`src/rtl/smpfp_pkg.sv`:
```
// shared types and constants for the sign-magnitude pose frame parser
// no dependencies
`timescale 1ns / 1ps

package smpfp_pkg;

   localparam int unsigned FRAME_LEN = 14;
   localparam int unsigned STORE_LEN = FRAME_LEN - 1;
   localparam int unsigned FILL_W    = $clog2(FRAME_LEN + 1);
   localparam int unsigned YAW_CFG_W = 15;

   localparam logic [7:0]           FRAME_HEAD = 8'hFA;
   localparam logic [7:0]           FRAME_TAIL = 8'hAB;
   localparam logic [YAW_CFG_W-1:0] YAW_RESET  = 15'd1800;

   typedef enum logic [1:0] {
      ST_INCOMPLETE = 2'd0,
      ST_ACCEPT     = 2'd1,
      ST_BAD_FRAME  = 2'd2,
      ST_BAD_YAW    = 2'd3
   } status_type;

   typedef logic [FRAME_LEN-1:0][7:0] frame_type;

   typedef struct packed {
      status_type         status;
      logic signed [24:0] x_cm;
      logic signed [24:0] y_cm;
      logic signed [15:0] yaw_tenths;
   } decode_type;

endpackage

```
`src/rtl/smpfp_decode.sv`:
```
// frame check and sign-magnitude decode of one complete frame
// depends on smpfp_pkg
`timescale 1ns / 1ps

module smpfp_decode (
   input  smpfp_pkg::frame_type                      frame,
   input  logic [smpfp_pkg::YAW_CFG_W-1:0]          max_yaw,
   output smpfp_pkg::decode_type                     result
);
   import smpfp_pkg::*;

   logic        format_bad;
   logic [23:0] x_mag;
   logic [23:0] y_mag;
   logic [23:0] yaw_mag;
   logic [15:0] yaw_pos;

   assign format_bad = (frame[0] != FRAME_HEAD) || (frame[13] != FRAME_TAIL) ||
                       (frame[1][7:1] != 7'd0) || (frame[5][7:1] != 7'd0) ||
                       (frame[9][7:1] != 7'd0);

   assign x_mag   = {frame[2], frame[3], frame[4]};
   assign y_mag   = {frame[6], frame[7], frame[8]};
   assign yaw_mag = {frame[10], frame[11], frame[12]};
   assign yaw_pos = {1'b0, yaw_mag[14:0]};

   always_comb begin
      if (format_bad) begin
         result.status = ST_BAD_FRAME;
      end else if (yaw_mag > {9'd0, max_yaw}) begin
         result.status = ST_BAD_YAW;
      end else begin
         result.status = ST_ACCEPT;
      end
      result.x_cm       = frame[1][0] ? -$signed({1'b0, x_mag}) : $signed({1'b0, x_mag});
      result.y_cm       = frame[5][0] ? -$signed({1'b0, y_mag}) : $signed({1'b0, y_mag});
      result.yaw_tenths = frame[9][0] ? -$signed(yaw_pos) : $signed(yaw_pos);
   end

endmodule

```
`src/rtl/sign_magnitude_pose_frame_parser.sv`:
```
// top level of the sign-magnitude pose frame parser
// depends on smpfp_pkg and smpfp_decode
//
// usage: each request carries one received byte and its millisecond receive
// time. bytes are gathered into 14-byte frames that open on 0xFA; every
// request yields exactly one response with a status, the decoded pose of an
// accepted frame, its relay time and the running good and bad frame counts.
// requests enter an input register; when the output side can advance, the
// frame store, the check of a completed frame and the counters update and
// the response is loaded into the output register. one request is taken
// every cycle while the response side keeps up.
// if the receiver stalls, the output register holds its
// response and the input register still takes one more request before
// req_tready drops. the csr channel writes the largest accepted yaw
// magnitude; it is always ready and should be written only while idle.
// reset empties the frame, clears counters and relay epoch and loads the
// yaw limit with 1800.
`timescale 1ns / 1ps

module sign_magnitude_pose_frame_parser (
   input  logic                                 clock,
   input  logic                                 reset,
   input  logic                                 req_tvalid,
   output logic                                 req_tready,
   input  logic [39:0]                          req_tdata,   // rx_byte, now_ms
   output logic                                 rsp_tvalid,
   input  logic                                 rsp_tready,
   output logic [167:0]                         rsp_tdata,   // x_cm, y_cm, yaw_tenths,
                                                             // relay_time_ms, good_frames,
                                                             // bad_frames, zero pad
   output logic [1:0]                           rsp_tuser,   // status
   input  logic                                 csr_valid,
   output logic                                 csr_ready,
   input  logic [smpfp_pkg::YAW_CFG_W-1:0]      csr_data
);
   import smpfp_pkg::*;

   logic                 in_valid_ff;
   logic [7:0]           in_byte_ff;
   logic [31:0]          in_time_ff;
   logic                 advance;
   logic                 step;

   logic [YAW_CFG_W-1:0] max_yaw_ff;
   logic [7:0]           store_ff [STORE_LEN];
   logic [FILL_W-1:0]    fill_ff;
   logic [FILL_W-1:0]    fill_in;
   logic                 epoch_ff;
   logic [31:0]          relay_ff;
   logic [31:0]          relay_in;
   logic [31:0]          last_time_ff;
   logic [31:0]          good_ff;
   logic [31:0]          good_in;
   logic [31:0]          bad_ff;
   logic [31:0]          bad_in;
   logic                 store_we;
   logic [FILL_W-1:0]    store_idx;
   logic                 accept;
   logic                 is_head;

   frame_type            frame;
   decode_type           dec;
   status_type           status_in;

   logic                 rsp_valid_ff;
   status_type           rsp_status_ff;
   logic signed [24:0]   rsp_x_ff;
   logic signed [24:0]   rsp_y_ff;
   logic signed [15:0]   rsp_yaw_ff;
   logic [31:0]          rsp_relay_ff;
   logic [31:0]          rsp_good_ff;
   logic [31:0]          rsp_bad_ff;

   assign advance    = !rsp_valid_ff || rsp_tready;
   assign step       = in_valid_ff && advance;
   assign req_tready = !in_valid_ff || advance;
   assign csr_ready  = 1'b1;

   // input register
   always_ff @(posedge clock) begin
      if (reset) begin
         in_valid_ff <= 1'b0;
      end else if (req_tready) begin
         in_valid_ff <= req_tvalid;
      end
   end

   always_ff @(posedge clock) begin
      if (req_tready && req_tvalid) begin
         in_byte_ff <= req_tdata[7:0];
         in_time_ff <= req_tdata[39:8];
      end
   end

   always_comb begin
      for (int i = 0; i < STORE_LEN; i++) begin
         frame[i] = store_ff[i];
      end
      frame[FRAME_LEN-1] = in_byte_ff;
   end

   smpfp_decode u_decode (
      .frame   (frame),
      .max_yaw (max_yaw_ff),
      .result  (dec)
   );

   assign is_head = (in_byte_ff == FRAME_HEAD);

   always_comb begin
      fill_in   = fill_ff;
      store_we  = 1'b0;
      store_idx = fill_ff;
      status_in = ST_INCOMPLETE;
      accept    = 1'b0;
      good_in   = good_ff;
      bad_in    = bad_ff;
      relay_in  = epoch_ff ? relay_ff + (in_time_ff - last_time_ff) : '0;
      if (fill_ff == '0) begin
         store_idx = '0;
         store_we  = is_head;
         fill_in   = is_head ? FILL_W'(1) : '0;
      end else if (fill_ff < FILL_W'(STORE_LEN)) begin
         store_we = 1'b1;
         fill_in  = fill_ff + FILL_W'(1);
      end else begin
         status_in = dec.status;
         if (dec.status == ST_ACCEPT) begin
            accept  = 1'b1;
            good_in = good_ff + 32'd1;
            fill_in = '0;
         end else begin
            // a head byte at the end of a rejected frame opens the next one
            bad_in    = bad_ff + 32'd1;
            store_idx = '0;
            store_we  = is_head;
            fill_in   = is_head ? FILL_W'(1) : '0;
         end
      end
   end

   // frame state and counters
   always_ff @(posedge clock) begin
      if (reset) begin
         fill_ff      <= '0;
         epoch_ff     <= 1'b0;
         relay_ff     <= '0;
         last_time_ff <= '0;
         good_ff      <= '0;
         bad_ff       <= '0;
      end else if (step) begin
         fill_ff <= fill_in;
         good_ff <= good_in;
         bad_ff  <= bad_in;
         if (accept) begin
            epoch_ff     <= 1'b1;
            relay_ff     <= relay_in;
            last_time_ff <= in_time_ff;
         end
      end
   end

   always_ff @(posedge clock) begin
      if (step && store_we) begin
         store_ff[store_idx] <= in_byte_ff;
      end
   end

   always_ff @(posedge clock) begin
      if (reset) begin
         max_yaw_ff <= YAW_RESET;
      end else if (csr_valid && csr_ready) begin
         max_yaw_ff <= csr_data;
      end
   end

   // output register
   always_ff @(posedge clock) begin
      if (reset) begin
         rsp_valid_ff <= 1'b0;
      end else if (advance) begin
         rsp_valid_ff <= in_valid_ff;
      end
   end

   always_ff @(posedge clock) begin
      if (step) begin
         rsp_status_ff <= status_in;
         rsp_x_ff      <= accept ? dec.x_cm : '0;
         rsp_y_ff      <= accept ? dec.y_cm : '0;
         rsp_yaw_ff    <= accept ? dec.yaw_tenths : '0;
         rsp_relay_ff  <= accept ? relay_in : '0;
         rsp_good_ff   <= good_in;
         rsp_bad_ff    <= bad_in;
      end
   end

   assign rsp_tvalid = rsp_valid_ff;
   assign rsp_tuser  = rsp_status_ff;
   assign rsp_tdata  = {6'd0, rsp_bad_ff, rsp_good_ff, rsp_relay_ff,
                        rsp_yaw_ff, rsp_y_ff, rsp_x_ff};

endmodule

```
`config.mk`:
```
export PLATFORM = sky130hd
export DESIGN_NAME = sign_magnitude_pose_frame_parser
export DESIGN_NICKNAME = d
export VERILOG_FILES = /design/src/rtl/smpfp_pkg.sv /design/src/rtl/smpfp_decode.sv /design/src/rtl/sign_magnitude_pose_frame_parser.sv
export SDC_FILE = /design/constraint.sdc
export NUM_CORES = 1
export LEC_CHECK = 0
export ABC_CLOCK_PERIOD_IN_PS = 8500
export BUFFER_PORTS_ARGS = -buffer_cell sky130_fd_sc_hd__buf_4
export CORE_ASPECT_RATIO = 2
export CORE_MARGIN = 8
export CORE_UTILIZATION = 36
export CTS_CLUSTER_DIAMETER = 120
export DETAILED_ROUTE_END_ITERATION = 10
export HOLD_SLACK_MARGIN = 0.03
export PLACE_DENSITY = 0.53
export SYNTH_ARGS = -nofsm -noshare
export SYNTH_HDL_FRONTEND = slang
export SYNTH_SLANG_ARGS = --single-unit
```
`constraint.sdc`:
```
create_clock -name clock -period 8.5 [get_ports clock]
set_input_delay 0.425 -clock clock [delete_from_list [all_inputs] [get_ports clock]]
set_output_delay 0.425 -clock clock [all_outputs]
set_load 0.02 [all_outputs]
```
== Yosys cells after proc, flatten, opt, wreduce, memory -nomap -nowiden ==
Memory sizes are Yosys's and may differ from the RTL's.
Cells that the tools add are included.

* Register bits after elaboration: 354
* Memory bits (writable): 104
* Input port bits: 60
* Output and inout bits: 173
* Memories: 1

* $add $sub $neg: 8
* Magnitude comparators: 2
* Equal/unequal tests: 4
* Multiplexer cells: 27
* Reductions and logical operators: 20

{| class="wikitable"
|+ Memories
! memory !! depth !! bits a word !! read ports !! clocked after Yosys merged registers in !! write ports !! line !! text
|-
| store_ff || 13 || 8 || 13 || 0 || 1 || sign_magnitude_pose_frame_parser.sv:45 || <nowiki>logic [7:0] store_ff [STORE_LEN];</nowiki>
|}

{| class="wikitable"
|+ Operators by type and width
! cell !! number
|-
| 2-to-1 mux 32 bit || 7
|-
| adder 32 x 1 -> 32 bit, second input constant || 2
|-
| negation 24 -> 25 bit || 2
|-
| 2-to-1 mux 24 bit || 2
|-
| adder 32 bit || 1
|-
| subtractor 32 bit || 1
|-
| greater-than comparator 24 x 15 -> 1 bit || 1
|-
| nonzero test 7 bit || 3
|-
| 2-to-1 mux 4 bit || 5
|-
| inequality test 8 bit, second input constant || 2
|-
| negation 15 -> 16 bit || 1
|-
| 2-to-1 mux 15 bit || 1
|-
| 2-to-1 mux 1 bit || 10
|-
| equality test 8 bit, second input constant || 1
|-
| AND reduction 2 bit || 4
|-
| logical OR 1 bit || 6
|-
| adder 4 x 1 -> 4 bit, second input constant || 1
|-
| zero test 4 bit || 1
|-
| < comparator 4 bit, second input constant || 1
|-
| 2-to-1 mux 2 bit || 2
|-
| logical AND 1 bit || 3
|-
| equality test 2 x 1 -> 1 bit, second input constant || 1
|-
| zero test 1 bit || 2
|-
| OR reduction 2 bit || 1
|}

== Logic depth before layout (Yosys ltp) ==
Gate-level depths: netlist of run 1.
An unclocked memory read counts as a cell.

* Depth in word-level cells: 14
* Gate-level depth with buffers: 14
* Mapped depth without buffers: 14

== Modules after synthesis ==
A second synthesis of run 1 with hierarchy kept.

* Cell total of the unflattened synthesis: 1960
* Area total of the unflattened synthesis: 21597.0 um^2

{| class="wikitable"
|+ By module, submodules not included
! module !! instances !! cells each !! area an instance (um^2) !! seq. area each (um^2)
|-
| sign_magnitude_pose_frame_parser || 1 || 1698 || 19760.2 || 12251.8
|-
| smpfp_decode || 1 || 262 || 1836.8 || 0.0
|}

== Least setup slack after synthesis of run 1 ==
OpenSTA, ideal clock, no wires.

* Path type: reg-to-reg
* Start point: reg rsp_valid_ff (netlist: rsp_tvalid)
* End point: mem store_ff[12][0], enable pin
* Data arrival time: 7451 ps
* Data required time: 8115 ps
* Setup slack: 664 ps
* Cell stages (with the launch flop): 8
* Path buffers: 2
* Period minus slack after synthesis: 7836 ps
* Cell sequence: dfxtp_1 nor2b_1 nand2b_1 clkbuf_1 inv_1 clkbuf_1 o21ai_0 nor3_1

* Longest elaborated chain between the ends: 6

{| class="wikitable"
|+ RTL lines
! item !! line !! text
|-
| from (decl) || sign_magnitude_pose_frame_parser.sv:65 || <nowiki>logic rsp_valid_ff;</nowiki>
|-
| from (signal assigned) || sign_magnitude_pose_frame_parser.sv:182 || <nowiki>rsp_valid_ff <= in_valid_ff;</nowiki>
|-
| zero test 1 bit || sign_magnitude_pose_frame_parser.sv:74 || <nowiki>assign advance = !rsp_valid_ff || rsp_tready;</nowiki>
|-
| logical OR 1 bit || sign_magnitude_pose_frame_parser.sv:74 ||
|-
| logical AND 1 bit || sign_magnitude_pose_frame_parser.sv:75 || <nowiki>assign step = in_valid_ff && advance;</nowiki>
|-
| via step || sign_magnitude_pose_frame_parser.sv:42 || <nowiki>logic step;</nowiki>
|-
| logical AND 1 bit || sign_magnitude_pose_frame_parser.sv:164 || <nowiki>if (step && store_we) begin</nowiki>
|-
| 2-to-1 mux 1 bit || sign_magnitude_pose_frame_parser.sv:164 ||
|-
| 2-to-1 mux 1 bit (not written as such) || sign_magnitude_pose_frame_parser.sv:165 || <nowiki>store_ff[store_idx] <= in_byte_ff;</nowiki>
|-
| to (decl) || sign_magnitude_pose_frame_parser.sv:45 ||
|}

The timed path passes the listed nets, and every way through them passes these cells.

==> impl_metrics.toml, run 1 <==
[setup_path]
max_stage_delay_ns = 1.03
crit_path_end = "store_ff[12][2]"
ff2ff_setup_slack_ns = 3.45
cp-startpoint = "store_ff[11][2]"
r2r_end = "store_ff[12][2]"
rr_startpoint = "store_ff[11][2]"
path_buf_inv = 2
start_kind = "flip-flop"
crit_path_top_delay_cell = "nor3_1"
path_cells = "ha_1, and3_1, a221o_1, a2111oi_4, nand3_1, a211oi_4, buf_4, or2_2, inv_1, nor3_1"
cp_num_cells = 10
r2r_cells = 10
worstPathArrival_ns = 5.23
cp_max_fo = 33
cp.required_ns = 8.69
end_kind = "flip-flop"
cp_top_family = "simple AND/OR/NAND/NOR gates"
critical_path_class = "reg2reg"

[global_route]
grt_pass1_vias = 14800
antenna_found_initial = 3
overflow = 0
grt_max_degree = 119
grt_usage = 0.151
grt_pass1_wl_um = 83700

[die]
start_util = 0.361
dieArea_um2 = 68400
die_w_um = 189
io_pins = 233
rows = 127
coreArea_um2 = 59600
die_h_um = 362

[finish]
fillerInstances = 5676
drive_gt1_frac = 0.149
final_nets = 2370
area_growth_pct = 20.2

[clocking]
root_buffer = "clkbuf_16"
numCtsBuffers = 44
cts_tree = "yes"
h-tree-depth = 2
worstSkewPairLatency_ns = 0.57
clock_path_buffers = 3
post_cts_buffers = 0
clkTransAtPathRegs_ns = 0.07
cts_sinks = 458

[routing]
dr_total_vias = 14900
wirelength_um = 52800
first_iter_violations = 877
viasPerCell = 4.90
firstDrtPassIters = 5
drcViolationCount = 0
wl_per_cell_um = 17.4
ant_nets = 0

[logic_synthesis]
ys_types = 64
syn_avg_cell_area_um2 = 10.8
syn_inst = 1992
postSynth.asyncResetShare = 0
yosys_register_bits = 458
yosys.area.top_type = "edfxtp_1"
synth_edf_count = 308
synth.top_cell.area_share = 0.429
yosysSeqAreaShare = 0.569
yosys_warnings = 0
ys.flop_type = "edfxtp_1"
mappedNetlistArea_um2 = 21500
synth_area_leaders = "edfxtp_1, dfxtp_1, xor2_1"

[min_path]
hold_path_class = "in2reg"

[placed_design]
gp_congestion = 0.816
dp_slack_ns = 3.48
port_buffers = 225
dp.final_hpwl_um = 35900

[timing]
setup-tns-final_ns = 0
fin_crit_ns = 5.05
hold_viol = 0
period_share = 0.594
setup_ws_ns = 3.45
finalSetupViolCount = 0
clock_skew_ns = 0.0132
rsz0062_at_grt = "no"
slew_violations = 0
max_slew.worst_pin.slew_ns = 1.22
timing.fmax_ghz = 0.198
max-slew-margin-rel = 0.179
holdWs_ns = 0.0781

[pwr]
vdd_drop_max_mv = 0.136
p_leak_nw = 9.63
power_density_nw_per_um2 = 191

[outcome]
outcome = "complete, no violations"

[flow_run]
cap_violations = 0
[power by group]
part / total [mW] / internal [mW] / leakage, nW / switching (mW)
clock network: 2.09 / 1.20 / 0.744 / 0.885
logic: 0.391 / 0.157 / 4.92 / 0.234
registers: 2.46 / 2.43 / 3.97 / 0.0341
total: 4.94 / 3.79 / 9.63 / 1.15
[state kept, by name (all words and copies together) (netlist names), 16 cells and up]
name          cells
rsp_x_ff         25
relay_ff         32
store_ff        104
rsp_bad_ff       32
rsp_yaw_ff       16
last_time_ff     32
rsp_y_ff         25
good_ff          32
bad_ff           32
rsp_good_ff      32
in_time_ff       32
rsp_relay_ff     32
[cells in the final DEF, fill, tap and decap left out, types with 45 or more instances in the layout]
cell / Yosys / final
xnor2_1: 84 / 84
nor2_1: 207 / 207
clkbuf_16: 0 / 48
ha_1: 54 / 54
xor2_1: 112 / 112
edfxtp_1: 308 / 308
nand2_1: 192 / 192
dfxtp_1: 150 / 150
nor4_1: 53 / 53
a21oi_1: 121 / 121
inv_1: 161 / 160
buf_4: 7 / 240
nand3_1: 70 / 70
o21ai_0: 45 / 45
[how the worst min path moves through the flow]
stage	startpoint	endpoint	slack, ns	depth (start not counted)
3_5_place_dp	relay_ff[9]	relay_ff[9]	0.44	2
6_report	req_tvalid	in_valid_ff	0.08	3
5_1_grt	csr_data[11]	max_yaw_ff[11]	0.08	3
4_1_cts	req_tvalid	in_valid_ff	0.04	3
2_1_floorplan	relay_ff[17]	relay_ff[17]	0.43	2
3_3_place_gp	relay_ff[19]	relay_ff[19]	0.44	2
[metal layers]
layer,up-vias,global-route usage,part of all wire
li1,7387,-,-
met1,7070,0.211,0.48
met2,353,0.235,0.44
met3,66,0.0320,0.060
met4,0,0.0418,0.021
met5,-,0,0
[metrics by stage]
| step | util | power [mW] | std cells | instance area, um2 |
|---|---|---|---|---|
| 2_1_floorplan | - | 2.74 | 1997 | 21600 |
| 3_3_place_gp | 0.402 | 2.89 | 2913 | 23900 |
| 3_5_place_dp | 0.402 | 2.89 | 2913 | 23900 |
| 4_1_cts | 0.434 | 5.02 | 3034 | 25900 |
| 5_1_grt | 0.434 | 5.13 | 3036 | 25900 |
| 6_report | 0.435 | 4.94 | 3037 | 25900 |
[cells by family (layout without fill, tap and decap cells)]
kind of cell / count (synthesis) / in the layout / synth area share
simple gates: 703 / 703 / 0.155
xor+xnor: 196 / 196 / 0.0797
fa+ha+maj: 85 / 85 / 0.0602
other cells: 2 / 10 / 0.000349
mux: 16 / 16 / 0.00744
compound gates: 273 / 273 / 0.0808
buf+inv: 259 / 522 / 0.0475
flops: 458 / 458 / 0.569
[cells in the mapped netlist (17+ instances only)]
cell,count
and3_1,29
nand4_1,29
nor2b_1,17
nor3_1,27
nand3_1,70
inv_1,161
xnor2_1,84
o21ai_0,45
ha_1,54
nand2_1,192
or3_1,27
edfxtp_1,308
a21o_1,27
a21oi_1,121
xor2_1,112
dfxtp_1,150
nor4_1,53
o31ai_1,19
clkbuf_1,79
fa_1,31
nor2_1,207
[timing repair]
action,4_1_cts,5_1_grt
hold buffers,40,0
gates resized for setup,0,0
hold endpoints to repair,40,0
[worst register-to-register path: stages (launching register included)]
cell and delay, ns:
edfxtp_1 0.47, ha_1 0.33, and3_1 0.20, a221o_1 0.38, a2111oi_4 0.46, nand3_1 0.24, a211oi_4 0.26, buf_4 0.37
or2_2 0.65, inv_1 0.28, nor3_1 1.03
[cell type report]
cell class              count  area (um2)  area share
flip-flops and latches    458       12300       0.473
multi-input cells        1280        8310       0.321
repair buffers            280        2200      0.0850
clock buffers              54        1240      0.0480
well taps                 774         968      0.0374
inverters                 161         612      0.0236
clock inverters            27         293      0.0113
diodes                      3        7.51    0.000290
No activity file was read; power rests on OpenSTA's default activity.
==> run 2: changes to the inputs <==
--- a/config.mk
+++ b/config.mk
@@ -5,7 +5,7 @@
 export SDC_FILE = /design/constraint.sdc
 export NUM_CORES = 1
 export LEC_CHECK = 0
-export ABC_CLOCK_PERIOD_IN_PS = 8500
+export ABC_CLOCK_PERIOD_IN_PS = 4100
 export BUFFER_PORTS_ARGS = -buffer_cell sky130_fd_sc_hd__buf_4
 export CORE_ASPECT_RATIO = 2
 export CORE_MARGIN = 8
@@ -13,7 +13,7 @@
 export CTS_CLUSTER_DIAMETER = 120
 export DETAILED_ROUTE_END_ITERATION = 10
 export HOLD_SLACK_MARGIN = 0.03
-export PLACE_DENSITY = 0.53
+export PLACE_DENSITY = 0.55
 export SYNTH_ARGS = -nofsm -noshare
 export SYNTH_HDL_FRONTEND = slang
 export SYNTH_SLANG_ARGS = --single-unit
==> constraint.sdc (replaced) <==
create_clock -name clock -period 4.1 [get_ports clock]
set_input_delay 0.205 -clock clock [delete_from_list [all_inputs] [get_ports clock]]
set_output_delay 0.205 -clock clock [all_outputs]
set_load 0.02 [all_outputs]
==> run 2 against run 1 <==
Against the previous run:
- critical path depth increased by 4
- first-iteration DRC count up 8.9%
- final cell count rose by 1.2%
- clock skew grew 0.018 ns
- global-route usage is 0.35 points higher
- routed wire length grew 1.9%
- sequential power grew 110%
- core utilization rose by 0.51 points
- register-to-register slack worse by 3.0 ns
- worst setup slack worse by 3.0 ns
- largest power group unchanged
==> impl_metrics.toml, run 2 (synthesized netlist as in run 1, its figures left out) <==
[routing]
wl_per_cell_um = 17.5
drcViolationCount = 0
viasPerCell = 4.91
dr_total_vias = 15100
first_iter_violations = 955
ant_nets = 0
firstDrtPassIters = 5
wirelength_um = 53800

[global_route]
grt_busiest_layer = "met2"
antenna_found_initial = 2
grt_pass1_vias = 15100
met2_usage = 0.235
met1_usage = 0.223
grt_pass1_wl_um = 85800
grt.met3_usage = 0.0299
grt_usage = 0.155
grt_max_degree = 91
overflow = 0

[die]
die_h_um = 362
io_pins = 233
rows = 127
start_util = 0.361
die_w_um = 189
dieArea_um2 = 68400
coreArea_um2 = 59600

[clocking]
post_cts_resized = 0
post_cts_buffers = 0
clock_path_buffers = 3
worstSkewPairLatency_ns = 0.58
h-tree-depth = 2
cts_tree = "yes"
numCtsBuffers = 44
clkTransAtPathRegs_ns = 0.07
root_buffer = "clkbuf_16"
cts_sinks = 458

[finish]
fillerInstances = 5637
final_nets = 2407
area_growth_pct = 21.7
multi_input_area_um2 = 8310
largest_reg_flops = 104
final_cells = 3073
final_cell_mix = "edfxtp_1, buf_4, nor2_1"
top_register = "store_ff"
register_area_um2 = 12300
drive_gt1_frac = 0.154
layout_commonest_cell = "edfxtp_1"

[pwr]
p_switching_mw = 2.37
combPwrFrac = 0.084
clkPwrFrac = 0.417
pwr-share-seq = 0.499
fin_total_pwr_mw = 10.2
power_density_nw_per_um2 = 389
sw_frac_of_total = 0.233
internal_power_mw = 7.83
vdd_drop_max_mv = 0.315
p_leak_nw = 9.79

[setup_path]
start_kind = "flip-flop"
cp-startpoint = "in_time_ff[1]"
critical_path_class = "reg2reg"
rr_startpoint = "in_time_ff[1]"
end_kind = "flip-flop"
worstPathArrival_ns = 4.16
r2r_cells = 14
cp_max_fo = 6
cp.required_ns = 4.58
r2r_end = "relay_ff[24]"
crit_path_end = "relay_ff[24]"
ff2ff_setup_slack_ns = 0.42

[timing]
hold_viol = 0
timing.fmax_ghz = 0.272
max-slew-margin-rel = 0.391
period_share = 0.898
fin_crit_ns = 3.68
setup_ws_ns = 0.418
slew_violations = 0
clock_skew_ns = 0.0312
finalSetupViolCount = 0
rsz0062_at_grt = "no"
setup-tns-final_ns = 0
max_slew.worst_pin.slew_ns = 0.913

[placed_design]
port_buffers = 225
dp.cells = 2932
dp_slack_ns = 0.455
dp.final_hpwl_um = 36700
gp_congestion = 0.819

[outcome]
outcome = "complete, no violations"

[flow_run]
cap_violations = 0

[min_path]
hold_path_class = "in2reg"
## run 2: cell count changes in the layout (fill, tap and decap cells not counted), sizes merged
cell / before / now
clkbuf: 54 / 55
buf: 240 / 259
diode: 3 / 2
clkinvlp: 5 / 4
bufinv: 5 / 6
clkinv: 14 / 13
dlygate4sd3: 40 / 58
## run 2: power by group through the flow
stage               clock, mW  combinational [mW]  sequential, mW
floorplan                   0               0.388            5.29
global placement            0               0.824            5.19
detailed placement          0               0.823            5.19
CTS                      4.38               0.871            5.09
global route             4.53               0.949            5.10
finish                   4.25               0.858            5.09
## run 2: per-stage QoR
| step | hold slack, ns | instance area [um2] | utilization |
|---|---|---|---|
| detailed placement | 0.384 | 24100 | 0.405 |
| finish | 0.0694 | 26200 | 0.440 |
| CTS | 0.0436 | 26200 | 0.440 |
| global route | 0.0833 | 26200 | 0.440 |
| floorplan | 0.304 | 21600 | - |
| global placement | 0.384 | 24100 | 0.405 |
## run 2: metal layers
metal | vias to the layer above | wire length (um)
met5 | - | 0
met4 | 0 | 1030
met3 | 65 | 3520
met2 | 410 | 23400
met1 | 7154 | 25800
li1 | 7472 | -
## run 2: repair_timing
| action | in CTS | in global routing |
|---|---|---|
| hold endpoints to repair | 57 | 0 |
| endpoints found under the setup margin | 0 | 0 |
| hold buffers | 58 | 0 |
## run 2: area by class of cell
cell class / instances / share of cell area
sequential: 458 / 0.468
inverter: 161 / 0.0234
clock inverter: 26 / 0.0120
timing repair buffer: 317 / 0.0973
tap: 774 / 0.0370
clock buffer: 55 / 0.0452
antenna: 2 / 0.000191
multi-input combinational: 1280 / 0.317
## run 2: how the worst min path moves through the flow
stage | slack [ns] | cells after the start | endpoint | start
2_1_floorplan | 0.30 | 0 | in_byte_ff[0] | req_tdata[0]
3_3_place_gp | 0.38 | 1 | in_time_ff[17] | req_tdata[25]
3_5_place_dp | 0.38 | 1 | in_time_ff[11] | req_tdata[19]
4_1_cts | 0.04 | 2 | max_yaw_ff[9] | csr_valid
5_1_grt | 0.08 | 2 | max_yaw_ff[3] | csr_valid
6_report | 0.07 | 2 | max_yaw_ff[9] | csr_valid
## run 2: critical path, stage by stage, from the launching register on
cell and delay, ns:
edfxtp_1 0.34, inv_1 0.06, fa_1 0.53, inv_1 0.07, fa_1 0.45, a21o_1 0.19
a21oi_1 0.21, o21bai_1 0.15, a2111oi_1 0.37, buf_4 0.22, o2111a_1 0.25, nor2_1 0.07
xnor2_1 0.14, or4_1 0.41, a21oi_1 0.14
